<file path="src/sv/ric_pkg.sv">
package ric_pkg;

  // Major opcodes
  localparam logic [6:0] OPC_LOAD      = 7'h03;
  localparam logic [6:0] OPC_MISC_MEM  = 7'h0F;
  localparam logic [6:0] OPC_OP_IMM    = 7'h13;
  localparam logic [6:0] OPC_AUIPC     = 7'h17;
  localparam logic [6:0] OPC_OP_IMM_32 = 7'h1B;
  localparam logic [6:0] OPC_STORE     = 7'h23;
  localparam logic [6:0] OPC_OP        = 7'h33;
  localparam logic [6:0] OPC_LUI       = 7'h37;
  localparam logic [6:0] OPC_OP_32     = 7'h3B;
  localparam logic [6:0] OPC_BRANCH    = 7'h63;
  localparam logic [6:0] OPC_JALR      = 7'h67;
  localparam logic [6:0] OPC_JAL       = 7'h6F;
  localparam logic [6:0] OPC_SYSTEM    = 7'h73;

  // funct3 codes that matter on their own
  localparam logic [2:0] F3_ADD    = 3'd0;
  localparam logic [2:0] F3_SLL    = 3'd1;
  localparam logic [2:0] F3_SLT    = 3'd2;
  localparam logic [2:0] F3_SLTU   = 3'd3;
  localparam logic [2:0] F3_XOR    = 3'd4;
  localparam logic [2:0] F3_SR     = 3'd5;
  localparam logic [2:0] F3_OR     = 3'd6;
  localparam logic [2:0] F3_LOAD_MAX   = 3'd6;
  localparam logic [2:0] F3_FENCE_MAX  = 3'd1;
  localparam logic [2:0] F3_STORE_MAX  = 3'd3;
  localparam logic [2:0] F3_BEQ_MAX    = 3'd1;
  localparam logic [2:0] F3_BLT_MIN    = 3'd4;
  localparam logic [2:0] F3_PRIV       = 3'd0;
  localparam logic [2:0] F3_CSR_REG_MAX = 3'd3;
  localparam logic [2:0] F3_CSR_IMM_MIN = 3'd5;

  localparam logic [6:0] F7_BASE   = 7'h00;
  localparam logic [6:0] F7_ALT    = 7'h20;
  localparam logic [6:0] F7_SFENCE = 7'h09;
  localparam logic [5:0] F6_BASE   = 6'h00;
  localparam logic [5:0] F6_ALT    = 6'h10;

  // CSRs whose access changes trap state
  localparam logic [11:0] CSR_MEDELEG = 12'h302;
  localparam logic [11:0] CSR_MIE     = 12'h304;
  localparam logic [11:0] CSR_MTVEC   = 12'h305;
  localparam logic [11:0] CSR_MEPC    = 12'h341;
  localparam logic [11:0] CSR_MCAUSE  = 12'h342;

  // Dense operation numbers
  localparam logic [5:0] OP_LB      = 6'd0;
  localparam logic [5:0] OP_FENCE   = 6'd7;
  localparam logic [5:0] OP_ADDI    = 6'd9;
  localparam logic [5:0] OP_SLLI    = 6'd10;
  localparam logic [5:0] OP_SLTI    = 6'd11;
  localparam logic [5:0] OP_SLTIU   = 6'd12;
  localparam logic [5:0] OP_XORI    = 6'd13;
  localparam logic [5:0] OP_SRLI    = 6'd14;
  localparam logic [5:0] OP_SRAI    = 6'd15;
  localparam logic [5:0] OP_ORI     = 6'd16;
  localparam logic [5:0] OP_ANDI    = 6'd17;
  localparam logic [5:0] OP_AUIPC   = 6'd18;
  localparam logic [5:0] OP_ADDIW   = 6'd19;
  localparam logic [5:0] OP_SLLIW   = 6'd20;
  localparam logic [5:0] OP_SRLIW   = 6'd21;
  localparam logic [5:0] OP_SRAIW   = 6'd22;
  localparam logic [5:0] OP_SB      = 6'd23;
  localparam logic [5:0] OP_ADD     = 6'd27;
  localparam logic [5:0] OP_LUI     = 6'd37;
  localparam logic [5:0] OP_ADDW    = 6'd38;
  localparam logic [5:0] OP_BEQ     = 6'd48;
  localparam logic [5:0] OP_BLT_BIAS = 6'd46;
  localparam logic [5:0] OP_JALR    = 6'd54;
  localparam logic [5:0] OP_JAL     = 6'd55;
  localparam logic [5:0] OP_SFENCE  = 6'd56;
  localparam logic [5:0] OP_CSR_IMM_BIAS = 6'd55;
  localparam logic [5:0] OP_NONE    = 6'd0;
  localparam logic [5:0] OP_UNKNOWN = 6'd63;

  // Offsets inside an R-type group
  localparam logic [5:0] RT_SUB    = 6'd1;
  localparam logic [5:0] RT_SRL    = 6'd6;
  localparam logic [5:0] RT_SRA    = 6'd7;
  localparam logic [5:0] RT_LOW    = 6'd1;
  localparam logic [5:0] RT_HIGH   = 6'd2;

  typedef struct packed {
    logic [5:0] operation_id;
    logic       decode_fault;
    logic       ends_block;
  } decode_t;

endpackage

</file>
<file path="src/sv/rv64i_instruction_classifier.sv">
// Channel   Handshake                  Payload
// instr     instr_valid / instr_stall  instruction_word[31:0]
// result    result_valid / result_stall operation_id[5:0], decode_fault, ends_block
//
// One instruction per cycle while result_stall is low; two registers (input register, result register).
// Decode is a single pass of opcode/funct compare logic between the two registers.
// rst is synchronous, active high, and empties both registers.
// A stall on result holds the result register; instr_stall rises only when both stages
// are full and result_stall is high.
module rv64i_instruction_classifier (
  input  logic        clk,
  input  logic        rst,
  input  logic        instr_valid,
  output logic        instr_stall,
  input  logic [31:0] instruction_word,
  output logic        result_valid,
  input  logic        result_stall,
  output logic [5:0]  operation_id,
  output logic        decode_fault,
  output logic        ends_block
);
  import ric_pkg::*;

  logic        s1_valid;
  logic [31:0] s1_word;
  logic        s1_advance;
  decode_t     dec;

  assign s1_advance  = s1_valid && (!result_valid || !result_stall);
  assign instr_stall = s1_valid && !s1_advance;

  always_ff @(posedge clk) begin
    if (rst) begin
      s1_valid <= 1'b0;
    end else if (!instr_stall) begin
      s1_valid <= instr_valid;
    end
  end

  always_ff @(posedge clk) begin
    if (instr_valid && !instr_stall) begin
      s1_word <= instruction_word;
    end
  end

  ric_decode u_decode (
    .word (s1_word),
    .dec  (dec)
  );

  always_ff @(posedge clk) begin
    if (rst) begin
      result_valid <= 1'b0;
    end else if (!result_valid || !result_stall) begin
      result_valid <= s1_valid;
    end
  end

  // hold the result while stalled
  always_ff @(posedge clk) begin
    if (s1_advance) begin
      operation_id <= dec.operation_id;
      decode_fault <= dec.decode_fault;
      ends_block   <= dec.ends_block;
    end
  end

  a_fault_zero_op: assert property (@(posedge clk) disable iff (rst)
    result_valid && decode_fault |-> operation_id == OP_NONE && ends_block)
    else $error("fault result carries an operation or does not end the block");

  a_unknown_ends: assert property (@(posedge clk) disable iff (rst)
    result_valid && operation_id == OP_UNKNOWN |-> ends_block && !decode_fault)
    else $error("unknown opcode result is malformed");

  a_stage_moves: assert property (@(posedge clk) disable iff (rst)
    s1_valid && !(result_valid && result_stall) |=> result_valid)
    else $error("decoded transaction lost between stages");

  a_stall_when_full: assert property (@(posedge clk) disable iff (rst)
    instr_stall |-> s1_valid && result_valid && result_stall)
    else $error("input stalled without a full pipeline");

endmodule

</file>
<file path="src/sv/ric_decode.sv">
module ric_decode (
  input  logic [31:0]     word,
  output ric_pkg::decode_t dec
);
  import ric_pkg::*;

  logic [6:0]  opc;
  logic [2:0]  f3;
  logic [6:0]  f7;
  logic [5:0]  f6;
  logic [11:0] csr;
  logic [5:0]  f3_ext;
  logic [5:0]  op;
  logic [5:0]  rt_base;
  logic        fault;
  logic        unknown;
  logic        flow;
  logic        trap_csr;

  assign opc    = word[6:0];
  assign f3     = word[14:12];
  assign f7     = word[31:25];
  assign f6     = word[31:26];
  assign csr    = word[31:20];
  assign f3_ext = {3'b000, f3};

  assign trap_csr = (csr == CSR_MEDELEG) || (csr == CSR_MIE) || (csr == CSR_MTVEC) ||
                    (csr == CSR_MEPC) || (csr == CSR_MCAUSE);

  always_comb begin
    op      = OP_NONE;
    fault   = 1'b0;
    unknown = 1'b0;
    flow    = 1'b0;
    rt_base = (opc == OPC_OP) ? OP_ADD : OP_ADDW;
    case (opc)
      OPC_LOAD: begin
        if (f3 <= F3_LOAD_MAX) op = OP_LB + f3_ext;
        else fault = 1'b1;
      end
      OPC_MISC_MEM: begin
        if (f3 <= F3_FENCE_MAX) op = OP_FENCE + f3_ext;
        else fault = 1'b1;
      end
      OPC_OP_IMM: begin
        case (f3)
          F3_ADD:  op = OP_ADDI;
          F3_SLL: begin
            if (f6 == F6_BASE) op = OP_SLLI;
            else fault = 1'b1;
          end
          F3_SLT:  op = OP_SLTI;
          F3_SLTU: op = OP_SLTIU;
          F3_XOR:  op = OP_XORI;
          F3_SR: begin
            if (f6 == F6_BASE) op = OP_SRLI;
            else if (f6 == F6_ALT) op = OP_SRAI;
            else fault = 1'b1;
          end
          F3_OR:   op = OP_ORI;
          default: op = OP_ANDI;
        endcase
      end
      OPC_AUIPC: op = OP_AUIPC;
      OPC_OP_IMM_32: begin
        if (f3 == F3_ADD) op = OP_ADDIW;
        else if (f3 == F3_SLL && f7 == F7_BASE) op = OP_SLLIW;
        else if (f3 == F3_SR && f7 == F7_BASE) op = OP_SRLIW;
        else if (f3 == F3_SR && f7 == F7_ALT) op = OP_SRAIW;
        else fault = 1'b1;
      end
      OPC_STORE: begin
        if (f3 <= F3_STORE_MAX) op = OP_SB + f3_ext;
        else fault = 1'b1;
      end
      OPC_OP, OPC_OP_32: begin
        if (f3 == F3_ADD) begin
          if (f7 == F7_BASE) op = rt_base;
          else if (f7 == F7_ALT) op = rt_base + RT_SUB;
          else fault = 1'b1;
        end else if (f3 == F3_SR) begin
          if (f7 == F7_BASE) op = rt_base + RT_SRL;
          else if (f7 == F7_ALT) op = rt_base + RT_SRA;
          else fault = 1'b1;
        end else if (f7 != F7_BASE) begin
          fault = 1'b1;
        end else if (f3 <= F3_XOR) begin
          op = rt_base + RT_LOW + f3_ext;
        end else begin
          op = rt_base + RT_HIGH + f3_ext;
        end
      end
      OPC_LUI: op = OP_LUI;
      OPC_BRANCH: begin
        flow = 1'b1;
        if (f3 <= F3_BEQ_MAX) op = OP_BEQ + f3_ext;
        else if (f3 >= F3_BLT_MIN) op = OP_BLT_BIAS + f3_ext;
        else fault = 1'b1;
      end
      OPC_JALR: begin
        flow = 1'b1;
        if (f3 == F3_ADD) op = OP_JALR;
        else fault = 1'b1;
      end
      OPC_JAL: begin
        flow = 1'b1;
        op   = OP_JAL;
      end
      OPC_SYSTEM: begin
        flow = (f3 == F3_PRIV) || trap_csr;
        // only sfence.vma is legal among the privileged forms
        if (f3 == F3_PRIV) begin
          if (f7 == F7_SFENCE) op = OP_SFENCE;
          else fault = 1'b1;
        end else if (f3 <= F3_CSR_REG_MAX) begin
          op = OP_SFENCE + f3_ext;
        end else if (f3 >= F3_CSR_IMM_MIN) begin
          op = OP_CSR_IMM_BIAS + f3_ext;
        end else begin
          fault = 1'b1;
        end
      end
      default: begin
        unknown = 1'b1;
        op      = OP_UNKNOWN;
      end
    endcase
  end

  assign dec.operation_id = fault ? OP_NONE : op;
  assign dec.decode_fault = fault;
  assign dec.ends_block   = fault || unknown || flow;

endmodule

</file>
<file path="config.mk">
export PLATFORM = sky130hd
export DESIGN_NAME = rv64i_instruction_classifier
export DESIGN_NICKNAME = d
export VERILOG_FILES = /design/src/sv/ric_pkg.sv /design/src/sv/rv64i_instruction_classifier.sv /design/src/sv/ric_decode.sv
export SDC_FILE = /design/constraint.sdc
export NUM_CORES = 1
export LEC_CHECK = 0
export ABC_AREA = 1
export BUFFER_PORTS_ARGS = -buffer_cell sky130_fd_sc_hd__buf_4
export CAP_MARGIN = 30
export CORE_AREA = 2 2 77 79
export DETAILED_ROUTE_END_ITERATION = 7
export DIE_AREA = 0 0 79 81
export MAX_ROUTING_LAYER = met4
export PLACE_DENSITY = 0.79
export SYNTH_ARGS = -nofsm -noshare
export SYNTH_HDL_FRONTEND = slang
export SYNTH_HIERARCHICAL = 1
export SYNTH_SLANG_ARGS = --single-unit
</file>
<file path="constraint.sdc">
create_clock -name clk -period 2.6 [get_ports clk]
set_input_delay 0.13 -clock clk [delete_from_list [all_inputs] [get_ports clk]]
set_output_delay 0.13 -clock clk [all_outputs]
set_load 0.02 [all_outputs]
</file>
== Word-level counts from Yosys, hierarchy flattened ==
Cells that the tools add are included.

* Register bits: 42
* Bits in latches: 0
* Bits in writable memories: 0
* ROM bits: 0
* Output and inout port bits: 10
* Logic and storage cells: 130
* Memories: 0

* Add/sub/neg operators: 12
* $mul: 0
* Divide/modulo/power cells: 0
* Magnitude comparators: 6
* Equality and inequality tests: 27
* Shift operators: 0
* Muxes and demuxes: 54
* Bitwise gates (word level): 0
* Reduce and logical (&&, ||, !) cells: 25

{| class="wikitable"
|+ Operators by type and width
! kind !! count
|-
| 2-to-1 mux 6 bit || 22
|-
| one-hot mux 6 bit (12 select lines) || 1
|-
| equality test 12 x 10 -> 1 bit (second input constant) || 5
|-
| one-hot mux 6 bit (7 select lines) || 1
|-
| equality test 7 x 6 -> 1 bit (second input constant) || 5
|-
| equality test 7 bit (second input constant) || 4
|-
| 2-to-1 mux 1 bit || 23
|-
| equality test 7 x 5 -> 1 bit (second input constant) || 3
|-
| equality test 7 x 4 -> 1 bit (second input constant) || 2
|-
| OR reduction 13 bit || 1
|-
| adder 5 x 4 -> 6 bit (first input constant) || 2
|-
| adder 6 x 3 -> 6 bit || 2
|-
| adder 6 x 3 -> 6 bit (second input constant) || 2
|-
| equality test 3 bit (second input constant) || 3
|-
| one-hot mux 1 bit (9 select lines) || 1
|-
| logical OR 1 bit || 8
|-
| 2-to-1 mux 4 bit || 2
|-
| equality test 7 x 2 -> 1 bit (second input constant) || 1
|-
| logical NOT 7 bit || 1
|-
| nonzero test 7 bit || 1
|-
| adder 5 x 3 -> 6 bit (first input constant) || 1
|-
| adder 6 x 1 -> 6 bit (second input constant) || 1
|-
| adder 6 x 2 -> 6 bit (second input constant) || 1
|-
| adder 6 x 3 -> 6 bit (first input constant) || 1
|-
| other kinds (18) || 30
|}

== Longest topological paths before layout ==
Gate-level depths: netlist of run 1.

* Word-level depth: 9
* Gate-level depth with buffers: 17
* Depth with buffers taken out: 17

== Hierarchy ==
Netlist of run 1, hierarchy kept.

{| class="wikitable"
|+ By module, submodules not included
! module !! instances !! cells an instance !! area an instance (um^2)
|-
| ric_decode || 1 || 380 || 1,821.7
|-
| rv64i_instruction_classifier || 1 || 52 || 1,292.5
|}

== Worst setup path after synthesis of run 1 ==
No wires, ideal clock.

* Path type: reg2reg
* Start: reg s1_word[5]
* End: reg operation_id[4], data pin
* Arrival time: 1.941 ns
* Required time: 2.348 ns
* Path slack: 0.408 ns
* Stages on the path, launching flop included: 18
* Buffers on the path: 1
* Cells stage by stage: edfxtp_1 -> buf_2 -> nand2_1 -> nor2_1 -> nand2_2 -> ha_1 -> inv_1 -> fa_1 -> nor2_1 -> nor2_1 -> nand2_1 -> nor2_1 -> nand2_1 -> nand2_1 -> nand2_1 -> nand3_1 -> nor2_1 -> nor2_1

* Word-level cells in the longest chain between the ends: 9

{| class="wikitable"
|+ Ends and longest elaborated chain
! what !! line !! RTL
|-
| start: declaration || rv64i_instruction_classifier.sv:25 || <nowiki>logic [31:0] s1_word;</nowiki>
|-
| start signal: assignment || rv64i_instruction_classifier.sv:42 || <nowiki>s1_word <= instruction_word;</nowiki>
|-
| equality test 7 x 6 -> 1 bit || ric_decode.sv:35, ric_decode.sv:36 ||
|-
| 2-to-1 mux 6 bit || ric_decode.sv:35 || <nowiki>rt_base = (opc == OPC_OP) ? OP_ADD : OP_ADDW;</nowiki>
|-
| adder 6 x 2 -> 6 bit or adder 6 x 1 -> 6 bit (tied branches) || ric_decode.sv:90, ric_decode.sv:79, ric_decode.sv:88 ||
|-
| adder 6 x 3 -> 6 bit, on equally long branches || ric_decode.sv:90, ric_decode.sv:88 ||
|-
| 2-to-1 mux 6 bit || ric_decode.sv:87 || <nowiki>end else if (f3 <= F3_XOR) begin</nowiki>
|-
| 2-to-1 mux 6 bit || ric_decode.sv:85 || <nowiki>end else if (f7 != F7_BASE) begin</nowiki>
|-
| 2-to-1 mux 6 bit || ric_decode.sv:81 || <nowiki>end else if (f3 == F3_SR) begin</nowiki>
|-
| 2-to-1 mux 6 bit || ric_decode.sv:77 || <nowiki>if (f3 == F3_ADD) begin</nowiki>
|-
| one-hot mux 6 bit (12 select lines) || ric_decode.sv:36 || <nowiki>case (opc)</nowiki>
|-
| end signal: assignment || rv64i_instruction_classifier.sv:62 || <nowiki>operation_id <= dec.operation_id;</nowiki>
|-
| end: declaration || rv64i_instruction_classifier.sv:18 || <nowiki>output logic [5:0] operation_id,</nowiki>
|}

Several ways; a longest one is shown, not always the timed one.
A chain may end at the register's enable or synchronous reset.

== Worst setup path after layout of run 1 ==
* Start: reg s1_word[4]
* End: reg operation_id[4], data pin

Same word-level chain as after synthesis.

==> flow_metrics.env, run 1 <==
export IMPL_run_status="finished clean"
export IMPL_via_per_inst=5.16
export IMPL_max_freq_mhz=424
export IMPL_area_used_by_sequential_logic_in_the_layout_um2=941
export IMPL_criticalPathCategory="reg -> reg"
export IMPL_timing_final_crit_period_ns=2.36
export IMPL_worst_endpoint_arrival_ns=2.40
export IMPL_holdPathStages=1
export IMPL_postRouteWirelength_mm=7.03
export IMPL_height_of_the_die_um=81
export IMPL_r2r_end="operation_id[4]$_DFFE_PP_"
export IMPL_antenna_violating_nets_post_route=0
export IMPL_insertedDiodeCount=0
export IMPL_yosysWarningCount=6
export IMPL_synth_cells=422
export IMPL_syn_nets=473
export IMPL_placement_rows=28
export IMPL_hp_class="in -> reg"
export IMPL_endpoint="operation_id[4]$_DFFE_PP_"
export IMPL_regToRegSetupSlack_ns=0.24
export IMPL_slew_violations=0
export IMPL_worstSetupEndpointType="flip-flop"
export IMPL_die_area_um2=6400
export IMPL_die_width_um=79
export IMPL_crit_required_ns=2.64
export IMPL_switching_part_of_the_total_pct=26.4
export IMPL_setup_tns_ns=0
export IMPL_cts_sink_count=32
export IMPL_syn2layout_area_growth_pct=17.7
export IMPL_timing_final_setup_violations=0
export IMPL_first_drt_pass_iteration_count=5
export IMPL_p_clk_share_pct=34.1
export IMPL_grt_pass1_wl_mm=11.8
export IMPL_reg2reg_depth=16
export IMPL_grt_setup_unrepaired="false"
export IMPL_fillCellCount=548
export IMPL_post_cts_setup_buffers=0
export IMPL_clock_skew_final_ns=0.0105
export IMPL_total_leakage_power_nw=1.71
export IMPL_number_of_antenna_violations_at_the_first_check_in_global_routing=0
export IMPL_max_slew_margin_pct=50.7
export IMPL_met1_usage_pct=29.7
export IMPL_drt_iter0_drc=281
export IMPL_tritoncts_clock_tree="yes"
export IMPL_cts_root_buf="clkbuf_8"
export IMPL_io_buffer_count=35
export IMPL_drive_above_1_share_pct=18.1
export IMPL_critical_path_startpoint="s1_word[4]$_DFFE_PP_"
export IMPL_gp_routability_congestion=0.986
export IMPL_startpoint_type="flip-flop"
export IMPL_route_vias_total=2809
export IMPL_cts_htree_levels=2
export IMPL_critical_path_peak_fanout=6
export IMPL_design_area_um2=3310
export IMPL_design_final_nets=519
export IMPL_global_route_usage_met3_pct=3.44
export IMPL_post_detailed_route_drc_marker_count=0
export IMPL_global_route_usage_met2_pct=39.6
export IMPL_overflow=0
export IMPL_floorplan_initialDensity_pct=49.6
export IMPL_holdBufCountCts=1
export IMPL_ir_worst_vdd_v=0.000460
export IMPL_switching_power_w=0.000351
export IMPL_design_power_total_w=0.00133
export IMPL_placement_cell_area_um2=3190
export IMPL_globalRouteTotalUtil_pct=24.6
export IMPL_cellInternalPower_w=0.000980
export IMPL_synth_avg_cell_area_um2=6.67
export IMPL_cts_repair_resize_count=0
export IMPL_busiest_layer_in_global_routing="met2"
export IMPL_number_of_max_capacitance_violations_reported=0
export IMPL_crit_reg2reg_launch="s1_word[4]$_DFFE_PP_"
export IMPL_detailedPlace_worstSlack_ns=0.291
export IMPL_place_detailed_hpwl_mm=5.57
export IMPL_vias_in_the_first_global_route=2716
export IMPL_cts_max_path_buffers=2
export IMPL_postLayoutSetupSlackWorst_ns=0.243
export IMPL_final_period_utilization_pct=90.6
export IMPL_clkTransAtPathRegs_ns=0.07
export IMPL_tritoncts_num_buffers=5
export IMPL_hold_viol_final=0
export IMPL_design_portCount=46
export IMPL_maximum_number_of_pins_on_one_net_before_global_route_repair=23
export IMPL_worstSkewPairLatency_ns=0.28
export IMPL_multiInputGateArea_um2=1630
export IMPL_p_comb_share_pct=19.4
export IMPL_worstMarginPinSlew_ns=0.739
export IMPL_synthesis_area_um2=2810
export IMPL_routedWlPerCell_um=12.9
export IMPL_power_per_cell_area_nw_per_um2=402
export IMPL_sequentialPowerShare_pct=46.5
export IMPL_design_core_area_um2=5680
[power by group through the flow]
stage          Combinational [W]  Clock, W  Sequential [W]
5_1_grt                 0.000291  0.000485        0.000623
6_report                0.000258  0.000454        0.000619
4_1_cts                 0.000255  0.000466        0.000619
3_5_place_dp            0.000252         0        0.000630
2_1_floorplan           0.000159         0        0.000637
3_3_place_gp            0.000247         0        0.000629
[worst max-delay path, stage by stage (launching register included)]
cell and delay [ns]:
edfxtp_1 0.48, nand2_1 0.11, nor2_1 0.07, nand2_2 0.09, ha_1 0.16, inv_1 0.06, fa_1 0.40, nor2_1 0.13
nor2_1 0.06, nand2_1 0.08, nor2_1 0.04, nand2_1 0.07, nand2_1 0.05, nand2_1 0.06, nand3_1 0.07, nor2_1 0.14
nor2_1 0.05
[layer usage]
layer	vias to the layer above	share of wire, %
met5	-	0
met4	0	5.1
met3	27	6.6
met2	115	47
met1	1232	41
li1	1435	-
[cell type report]
| class | count | share of cell area (%) |
|---|---|---|
| clock inverters | 2 | 1.06 |
| multi-input cells | 330 | 49.1 |
| repair buffers | 45 | 10.3 |
| inverters | 54 | 6.12 |
| flip-flops and latches | 32 | 28.4 |
| well taps | 75 | 2.83 |
| clock buffers | 6 | 2.19 |
[placed cells by master (no fill, tap or decap), drive strengths merged, types with 2 or more instances in the layout]
cell	instances
ha	14
inv	54
edfxtp	30
dfxtp	2
a21oi	11
buf	44
nor2	68
o21ai	12
nand3	57
nand4	3
nor3	3
nand2	155
clkbuf	6
[how the worst min path moves through the flow]
stage	start	endpoint	slack, ns
finish	instruction_word[28]	s1_word[28]$_DFFE_PP_	0.03
global route	instruction_word[28]	s1_word[28]$_DFFE_PP_	0.01
detailed placement	rst	s1_valid$_SDFFE_PP0N_	0.30
CTS	instruction_word[28]	s1_word[28]$_DFFE_PP_	0.01
floorplan	rst	s1_valid$_SDFFE_PP0N_	0.19
global placement	rst	s1_valid$_SDFFE_PP0N_	0.29
[metrics by stage]
stage,hold WS [ns],utilization (%),cells
6_report,0.0260,58.4,544
5_1_grt,0.0122,58.4,544
4_1_cts,0.0142,58.4,544
3_5_place_dp,0.298,56.3,535
3_3_place_gp,0.294,56.3,535
2_1_floorplan,0.192,-,422
[flip-flops by register name, indices dropped and copies added (netlist names)]
signal	count
s1_word	22
operation_id	6
decode_fault	1
ends_block	1
result_valid	1
s1_valid	1
Note: power is estimated with default switching activity, not from simulation.
==> run 2: changes to the inputs <==
--- a/config.mk
+++ b/config.mk
@@ -12,7 +12,7 @@
 export DETAILED_ROUTE_END_ITERATION = 7
 export DIE_AREA = 0 0 79 81
 export MAX_ROUTING_LAYER = met4
-export PLACE_DENSITY = 0.79
+export PLACE_DENSITY_LB_ADDON = 0.25
 export SYNTH_ARGS = -nofsm -noshare
 export SYNTH_HDL_FRONTEND = slang
 export SYNTH_HIERARCHICAL = 1
==> flow_metrics.env, run 2 (synthesis gave the netlist of run 1 again) <==
export IMPL_run_status="finished clean"
export IMPL_design_area_um2=3390
export IMPL_cpPeakStageDelay_ns=0.60
export IMPL_cts_sink_count=32
export IMPL_worst_endpoint_arrival_ns=2.41
export IMPL_grt_pass1_wl_mm=12.4
export IMPL_vias_in_the_first_global_route=2681
export IMPL_cts_repair_resize_count=0
export IMPL_critical_path_depth=14
export IMPL_layout_cells_most_common="nand2_1"
export IMPL_crit_required_ns=2.65
export IMPL_total_leakage_power_nw=1.76
export IMPL_layout_cells_most_common_list="144 x nand2_1, 58 x nor2_1, 54 x buf_4, 53 x nand3_1, 48 x inv_1"
export IMPL_postRouteWirelength_mm=7.65
export IMPL_holdPathStages=1
export IMPL_critical_path_top_delay_family="simple AND/OR/NAND/NOR gates"
export IMPL_design_core_area_um2=5680
export IMPL_final_period_utilization_pct=90.6
export IMPL_hold_viol_final=0
export IMPL_postLayoutCoreUtil_pct=59.7
export IMPL_reg2reg_depth=14
export IMPL_timing_critical_path_slowest_stage_cell="edfxtp_1"
export IMPL_number_of_antenna_violations_at_the_first_check_in_global_routing=0
export IMPL_worstSetupEndpointType="flip-flop"
export IMPL_timing_final_crit_period_ns=2.35
export IMPL_timing_critical_path_mode_cell="inv_1"
export IMPL_registers_top_by_ff_count="s1_word"
export IMPL_worstMarginPinSlew_ns=0.755
export IMPL_max_slew_margin_pct=49.6
export IMPL_cts_htree_levels=2
export IMPL_via_per_inst=5.18
export IMPL_critical_path_cell_chain="inv_1, ha_1, nand2_1, inv_1, nor2_1, inv_1, nand3_1, nand2_1, inv_1, nand3_1, nor2_1, nand3_1, nand2_1, inv_1"
export IMPL_crit_reg2reg_launch="s1_word[12]$_DFFE_PP_"
export IMPL_height_of_the_die_um=81
export IMPL_overflow=0
export IMPL_largest_registers="s1_word (22), operation_id (6)"
export IMPL_route_vias_total=2871
export IMPL_detailedPlace_worstSlack_ns=0.291
export IMPL_power_per_cell_area_nw_per_um2=402
export IMPL_gp_routability_congestion=0.928
export IMPL_cts_max_path_buffers=2
export IMPL_place_detailed_hpwl_mm=5.90
export IMPL_tritoncts_clock_tree="yes"
export IMPL_die_width_um=79
export IMPL_postLayoutSetupSlackWorst_ns=0.245
export IMPL_number_of_max_capacitance_violations_reported=0
export IMPL_worst_case_hold_path_end_point="s1_word[28]$_DFFE_PP_"
export IMPL_design_portCount=46
export IMPL_largest_reg_flops=22
export IMPL_worstSkewPairLatency_ns=0.28
export IMPL_r2r_end="operation_id[1]$_DFFE_PP_"
export IMPL_criticalPathCategory="reg -> reg"
export IMPL_setup_tns_ns=0
export IMPL_clkTransAtPathRegs_ns=0.07
export IMPL_insertedDiodeCount=0
export IMPL_clock_skew_final_ns=0.00515
export IMPL_io_buffer_count=35
export IMPL_globalRouteTotalUtil_pct=25.6
export IMPL_regToRegSetupSlack_ns=0.25
export IMPL_die_area_um2=6400
export IMPL_post_detailed_route_drc_marker_count=0
export IMPL_syn2layout_area_growth_pct=20.4
export IMPL_placement_rows=28
export IMPL_cts_root_buf="clkbuf_8"
export IMPL_startpoint_type="flip-flop"
export IMPL_floorplan_initialDensity_pct=49.6
export IMPL_drt_iter0_drc=212
export IMPL_first_drt_pass_iteration_count=5
export IMPL_placement_cell_area_um2=3240
export IMPL_max_freq_mhz=425
export IMPL_antenna_violating_nets_post_route=0
export IMPL_routedWlPerCell_um=13.8
export IMPL_critical_path_peak_fanout=9
export IMPL_critical_path_n_buffers_inverters=5
export IMPL_hp_class="in -> reg"
export IMPL_drive_above_1_share_pct=19.8
export IMPL_maximum_number_of_pins_on_one_net_before_global_route_repair=23
export IMPL_timing_hold_worst_start="instruction_word[28]"
export IMPL_timing_final_setup_violations=0
export IMPL_ir_worst_vdd_v=0.000352
export IMPL_slew_violations=0
export IMPL_grt_setup_unrepaired="false"
export IMPL_tritoncts_num_buffers=5
export IMPL_design_final_nets=529
run 2: changes by cell type in the layout (fill, tap and decap cells not counted):
cell   change
buf_4     +10
run 2: per-layer routing:
metal	vias to the layer above	GRT usage, %	part of all wire (%)
li1	1460	-	-
met1	1296	31.7	44
met2	103	43.3	49
met3	12	4.89	6.2
met4	0	6.55	1.1
met5	-	-	0
run 2: layout make-up:
class	instances	area, um2
fillers	583	2290
multi-input cells	330	1630
flip-flops and latches	32	941
repair buffers	55	415
inverters	54	203
well taps	75	93.8
clock buffers	6	72.6
clock inverters	2	35.0
run 2: how the worst max path moves through the flow:
| stage | start | to | slack, ns |
|---|---|---|---|
| after floorplan | s1_word[5]$_DFFE_PP_ | operation_id[4]$_DFFE_PP_ | 0.41 |
| after global placement | s1_word[12]$_DFFE_PP_ | operation_id[4]$_DFFE_PP_ | 0.30 |
| after detailed placement | s1_word[12]$_DFFE_PP_ | operation_id[0]$_DFFE_PP_ | 0.29 |
| after CTS | s1_word[12]$_DFFE_PP_ | operation_id[0]$_DFFE_PP_ | 0.28 |
| after global routing | s1_word[1]$_DFFE_PP_ | operation_id[4]$_DFFE_PP_ | 0.004 |
| final | s1_word[12]$_DFFE_PP_ | operation_id[1]$_DFFE_PP_ | 0.25 |
run 2: stage by stage:
stage	total power, W	hold slack [ns]	instances
after global routing	0.00143	0.00430	554
final	0.00136	0.0145	554
after global placement	0.000888	0.296	541
after floorplan	0.000796	0.192	422
after detailed placement	0.000893	0.297	541
after CTS	0.00136	0.0103	550
run 2: report_power, final:
| part | internal [W] | switching (W) |
|---|---|---|
| logic | 0.000107 | 0.000166 |
| registers | 0.000599 | 0.0000203 |
| clock network | 0.000284 | 0.000185 |
| total | 0.000990 | 0.000371 |
run 2: what timing repair did:
item                                   CTS  global route
buffers inserted                         0             4
hold buffers                             1             0
endpoints found under the hold margin    1             0
setup endpoints to repair                0             1
